## src/rtl/core/fpbc_pkg.sv

```systemverilog
// Shared constants and controller/datapath command and status types.
package fpbc_pkg;
	localparam int TableEntries = 2048;
	localparam int IdxW = $clog2(TableEntries);
	localparam int OccW = $clog2(TableEntries + 1);
	localparam logic [15:0] MinFrameBytes = 16'd34;

	typedef struct packed {
		logic start;    // load descriptor, reset scan index
		logic advance;  // step scan index
		logic write;    // write current entry (update or insert)
		logic insert;   // write targets the occupancy slot
		logic finish;   // load the result register
		logic rec;      // result is recorded
	} fpbc_cmd_t;

	typedef struct packed {
		logic is_short;
		logic hit;       // key compare of the registered read entry
		logic last;      // read index at last valid entry
		logic empty;     // no valid entries
		logic full;
	} fpbc_sts_t;
endpackage

```

## src/rtl/core/fpbc_ctrl.sv

```systemverilog
// Controller: accept, scan the table, write back and present the result.
module fpbc_ctrl import fpbc_pkg::*; (
	input  logic      clk,
	input  logic      arst_n,
	input  logic      in_valid,
	output logic      in_ready,
	output logic      out_valid,
	input  logic      out_ready,
	input  fpbc_sts_t sts,
	output fpbc_cmd_t cmd
);
	localparam logic [2:0] S_IDLE = 3'd0, S_CHK = 3'd1, S_RD = 3'd2,
		S_CMP = 3'd3, S_OUT = 3'd4;
	logic [2:0] state_q, state_d;
	logic ov_d;

	assign in_ready = (state_q == S_IDLE) && !out_valid;

	always_comb begin
		state_d = state_q;
		cmd = '0;
		ov_d = out_valid && !out_ready;
		case (state_q)
			S_IDLE: if (in_valid && in_ready) begin
				cmd.start = 1'b1;
				state_d = S_CHK;
			end
			S_CHK: begin
				if (sts.is_short || sts.empty) begin
					state_d = S_OUT;
				end else begin
					cmd.advance = 1'b1;
					state_d = S_CMP;
				end
			end
			S_RD: begin
				cmd.advance = 1'b1;
				state_d = S_CMP;
			end
			S_CMP: begin
				if (sts.hit) begin
					cmd.write = 1'b1; cmd.finish = 1'b1; cmd.rec = 1'b1;
					ov_d = 1'b1; state_d = S_IDLE;
				end else if (sts.last) begin
					state_d = S_OUT;
				end else begin
					cmd.advance = 1'b1;
				end
			end
			S_OUT: begin
				// miss or short frame: insert on a miss if room
				cmd.finish = 1'b1;
				if (!sts.is_short && !sts.full) begin
					cmd.write = 1'b1; cmd.insert = 1'b1; cmd.rec = 1'b1;
				end
				ov_d = 1'b1; state_d = S_IDLE;
			end
			default: state_d = S_IDLE;
		endcase
	end

	always_ff @(posedge clk or negedge arst_n) begin
		if (!arst_n) begin
			state_q <= S_IDLE;
			out_valid <= 1'b0;
		end else begin
			state_q <= state_d;
			out_valid <= ov_d;
		end
	end

`ifndef SYNTH
	a_one_item: assert property (@(posedge clk) disable iff (!arst_n)
		out_valid |-> state_q == S_IDLE || state_q == S_CHK) else $error("overlap");
	a_finish_idle: assert property (@(posedge clk) disable iff (!arst_n)
		cmd.finish |=> state_q == S_IDLE && out_valid) else $error("finish");
	a_insert_only_out: assert property (@(posedge clk) disable iff (!arst_n)
		cmd.insert |-> state_q == S_OUT) else $error("insert");
`endif
endmodule

```

## config.mk

```make
export PLATFORM = sky130hd
export DESIGN_NAME = fpbc_ctrl
export DESIGN_NICKNAME = d
export VERILOG_FILES = /design/src/rtl/core/fpbc_pkg.sv /design/src/rtl/core/fpbc_ctrl.sv
export SDC_FILE = /design/constraint.sdc
export NUM_CORES = 1
export LEC_CHECK = 0
export BUFFER_PORTS_ARGS = -buffer_cell sky130_fd_sc_hd__buf_2
export CELL_PAD_IN_SITES_DETAIL_PLACEMENT = 1
export CELL_PAD_IN_SITES_GLOBAL_PLACEMENT = 1
export CORE_AREA = 2 2 39 41
export DETAILED_ROUTE_END_ITERATION = 10
export DIE_AREA = 0 0 41 43
export GPL_TIMING_DRIVEN = 1
export PLACE_DENSITY_LB_ADDON = 0.1
export SLEW_MARGIN = 30
export SYNTH_ARGS = -nofsm -noshare
export SYNTH_HDL_FRONTEND = slang
export SYNTH_SLANG_ARGS = --single-unit
```

## constraint.sdc

```tcl
create_clock -name clk -period 1.08 [get_ports clk]
set_input_delay 0.054 -clock clk [delete_from_list [all_inputs] [get_ports clk]]
set_output_delay 0.054 -clock clk [all_outputs]
set_load 0.005 [all_outputs]
```

==> results.md <==
* Outcome: complete, but fails checks
* Failing checks: negative setup slack
* Complex-gate fraction of the synthesized area at between 20% and 30%
* Peak Freq at roughly 760 MHz
* Ys flop type: dfrtp_1
* CP max FO at 6
* I/O pin total at 17
* Synth area leader: dfrtp_1
* Top post-synthesis cells by area: dfrtp_1 (40%), nand2b_1 (7.4%), nor3_1 (5.9%)
* Post-synthesis sequential area ratio at about two fifths
* Num CTS Buffers at 3
* CP Class: reg -> out
* First-pass GRT wire length at around 1300 um
* Syn nets at 34
* TritonCTS clock tree: done
* Syn Area/Cell at 10.11 um2
* Synth Cell Area at between 200 and 300 um2
* Layout area overhead at 119.3%
* Die ar. at 0.001763 mm2
* Slew @ Worst Pin at between 200 and 250 ps
* Largest net degree at the start of global routing at 7
* VDD IR max at 1023 uV
* Post-Syn Instances at 25
* Count leader, synth: dfrtp_1
* # rows at 14
* Final Hold Viols at 0
* Initial DRC count at 4
* Layout cells sized above 1 at a little over four fifths
* Leak at ~0.28 nW
* Ys async rst share at 100.0%
* Clk slew on worst S/H paths at approximately 40 ps
* Drc violations at 0
* #FFs+latches synth at 4
* Relative slew slack at 85.35%
* Clk root buf: clkbuf_4
* Post-route clock period utilization at 122.4%
* Initial antenna violation count at 0
* Startpoint Class: register
* Arrival @ worst endpoint at about 1300 ps
* Yosys warns at 0
* Post-Synth Simple-Gate Area at approximately 35%
* CTS sink cnt at 4
* Top cell type's share of synthesized area at between 30 and 40%
* Total track usage at between 10% and 20%
* Setup slack at placement at -52.93 ps
* Routed WL at around 900 um
* Final Worst Setup Slack at -241.8 ps
* Via density at roughly 4.5
* Post-DRT Antenna Nets at 0
* Max_cap viols at 0
* TritonRoute pass-1 iters at 2
* RePlAce Congestion at between 0.7 and 0.8
* I/O Buffers at 16
* Xor/xnor share of the synthesized area at 0%
* Final setup fails at 11
* Initial Util at between 10% and 20%
* Number of flops mapped to enable cells by yosys at 0
* Grt ovf at 0
* Hold WC Path Type: in -> reg
* Final non-filler cell total at 73
* Vias in the first global route at between 200 and 300
* Die width at between 40 and 50 um
* Largest family of logic cells by synthesized area: simple AND/OR/NAND/NOR gates
* Adder-cell share of the synthesized area at 0%
* Dpl cells at 59
* Fillers at 165
* Worst skew pair latency at roughly 230 ps
* CORE AREA at approximately 0.0014 mm2
* Pins Over Slew Limit at 0
* Post-synth top cells: dfrtp_1 (4), nand2b_1 (3), nor3_1 (3)
* H-Tree Depth at 1
* Setup crit end kind: primary output
* CP required at around 1000 ps
* Crit path time final at about 1300 ps
* Final Skew at 2.782 ps
* Distinct cells, synth at 17
* Nets at ~70
* Diode count at 0
* Post-synthesis mux area share at 0%
* Drt wl/cell at approximately 12 um
* Hpwl dp at 602.6 um
* Clock Tree Buf Depth at 2
* Via count at approximately 330
* RSZ-0062 raised after global routing: true
* Total power at approximately 1.6 mW
* Chip height at 43 um
* Pwr Density at approximately 2800 mW/mm2
## cell usage in the layout, fill, tap and decap left out
master          n
nand2_4         1
buf_4          12
dfrtp_2         3
o31ai_4         1
dfrtp_1         1
dlygate4sd3_1   1
o21bai_4        1
o21ai_2         1
a21boi_2        1
nor3_4          1
buf_6           1
nor3_2          2
a21oi_2         1
nand2_1         1
clkbuf_4        3
nand3b_1        1
nand3_2         1
nand2b_1        3
nor4_4          1
a211oi_2        1
buf_2          16
nor2_4          1
and2_1          1
nand4b_1        1
## worst paths after layout
kind,startpoint,end,slack (ps),cells after the start
worst max-delay path,state_q[1],cmd[4],-240,5
worst min-delay path,in_valid,state_q[0],110,3
worst max register to register,state_q[1],state_q[0],-20,5
worst min register to register,out_valid,out_valid,600,2
max in group asynchronous,arst_n,state_q[1],790,2
min in group asynchronous,arst_n,out_valid,160,2
## per-stage QoR
stage          hold WS [ps]  TNS [ps]  util [%]  cell area [um2]
2_1_floorplan        -241.6    -34.01         -            269.0
3_5_place_dp         -138.3    -134.7     27.76            384.1
3_3_place_gp         -136.4    -12.11     27.76            384.1
6_report              113.2     -1424     40.05            554.3
4_1_cts               106.1     -1420     35.80            495.5
5_1_grt               128.2     -2228     40.05            554.3
## final cells by class
cell class / count / area, um2 / area share (%)
Sequential cell: 4 / 103.9 / 18.74
Timing Repair Buffer: 30 / 191.4 / 34.54
Tap cell: 16 / 20.02 / 3.612
Multi-Input combinational cell: 20 / 216.5 / 39.05
Clock buffer: 3 / 22.52 / 4.063
## registers in the layout (all words and copies together), names as in the netlist
signal     cells
state_q        3
out_valid      1
## critical path, stage by stage (launching register included)
cell      delay (ps)
dfrtp_2          450
buf_4            150
o21ai_2           60
a21boi_2          90
nor3_2           150
buf_2            130
## cell families (layout without fill, tap and decap cells)
group,count (synthesis),in the layout
and+or+nand+nor,14,14
buffers and inverters,1,33
DFF,4,4
AOI/OAI and AO/OA,6,6
## power breakdown
part / switching, mW / total [mW] / internal, mW
registers: 0.139 / 0.374 / 0.236
logic: 0.397 / 1.00 / 0.604
clock network: 0.0563 / 0.180 / 0.124
total: 0.592 / 1.56 / 0.964
## what timing repair did
item | 4_1_cts | 5_1_grt
hold buffers | 1 | 0
pin swaps | 8 | 6
resized for setup | 8 | 7
endpoints found under the hold margin | 4 | 0
buffers inserted | 6 | 4
cloned | 0 | 0
setup endpoints to repair | 9 | 10
## routing by layer
layer  part of all wire [%]  GRT usage [%]
met2                     58          17.50
met3                    5.1          4.712
met4                      0          6.000
met5                      0              0
met1                     37          11.44
(Power assumes the default switching activity.)
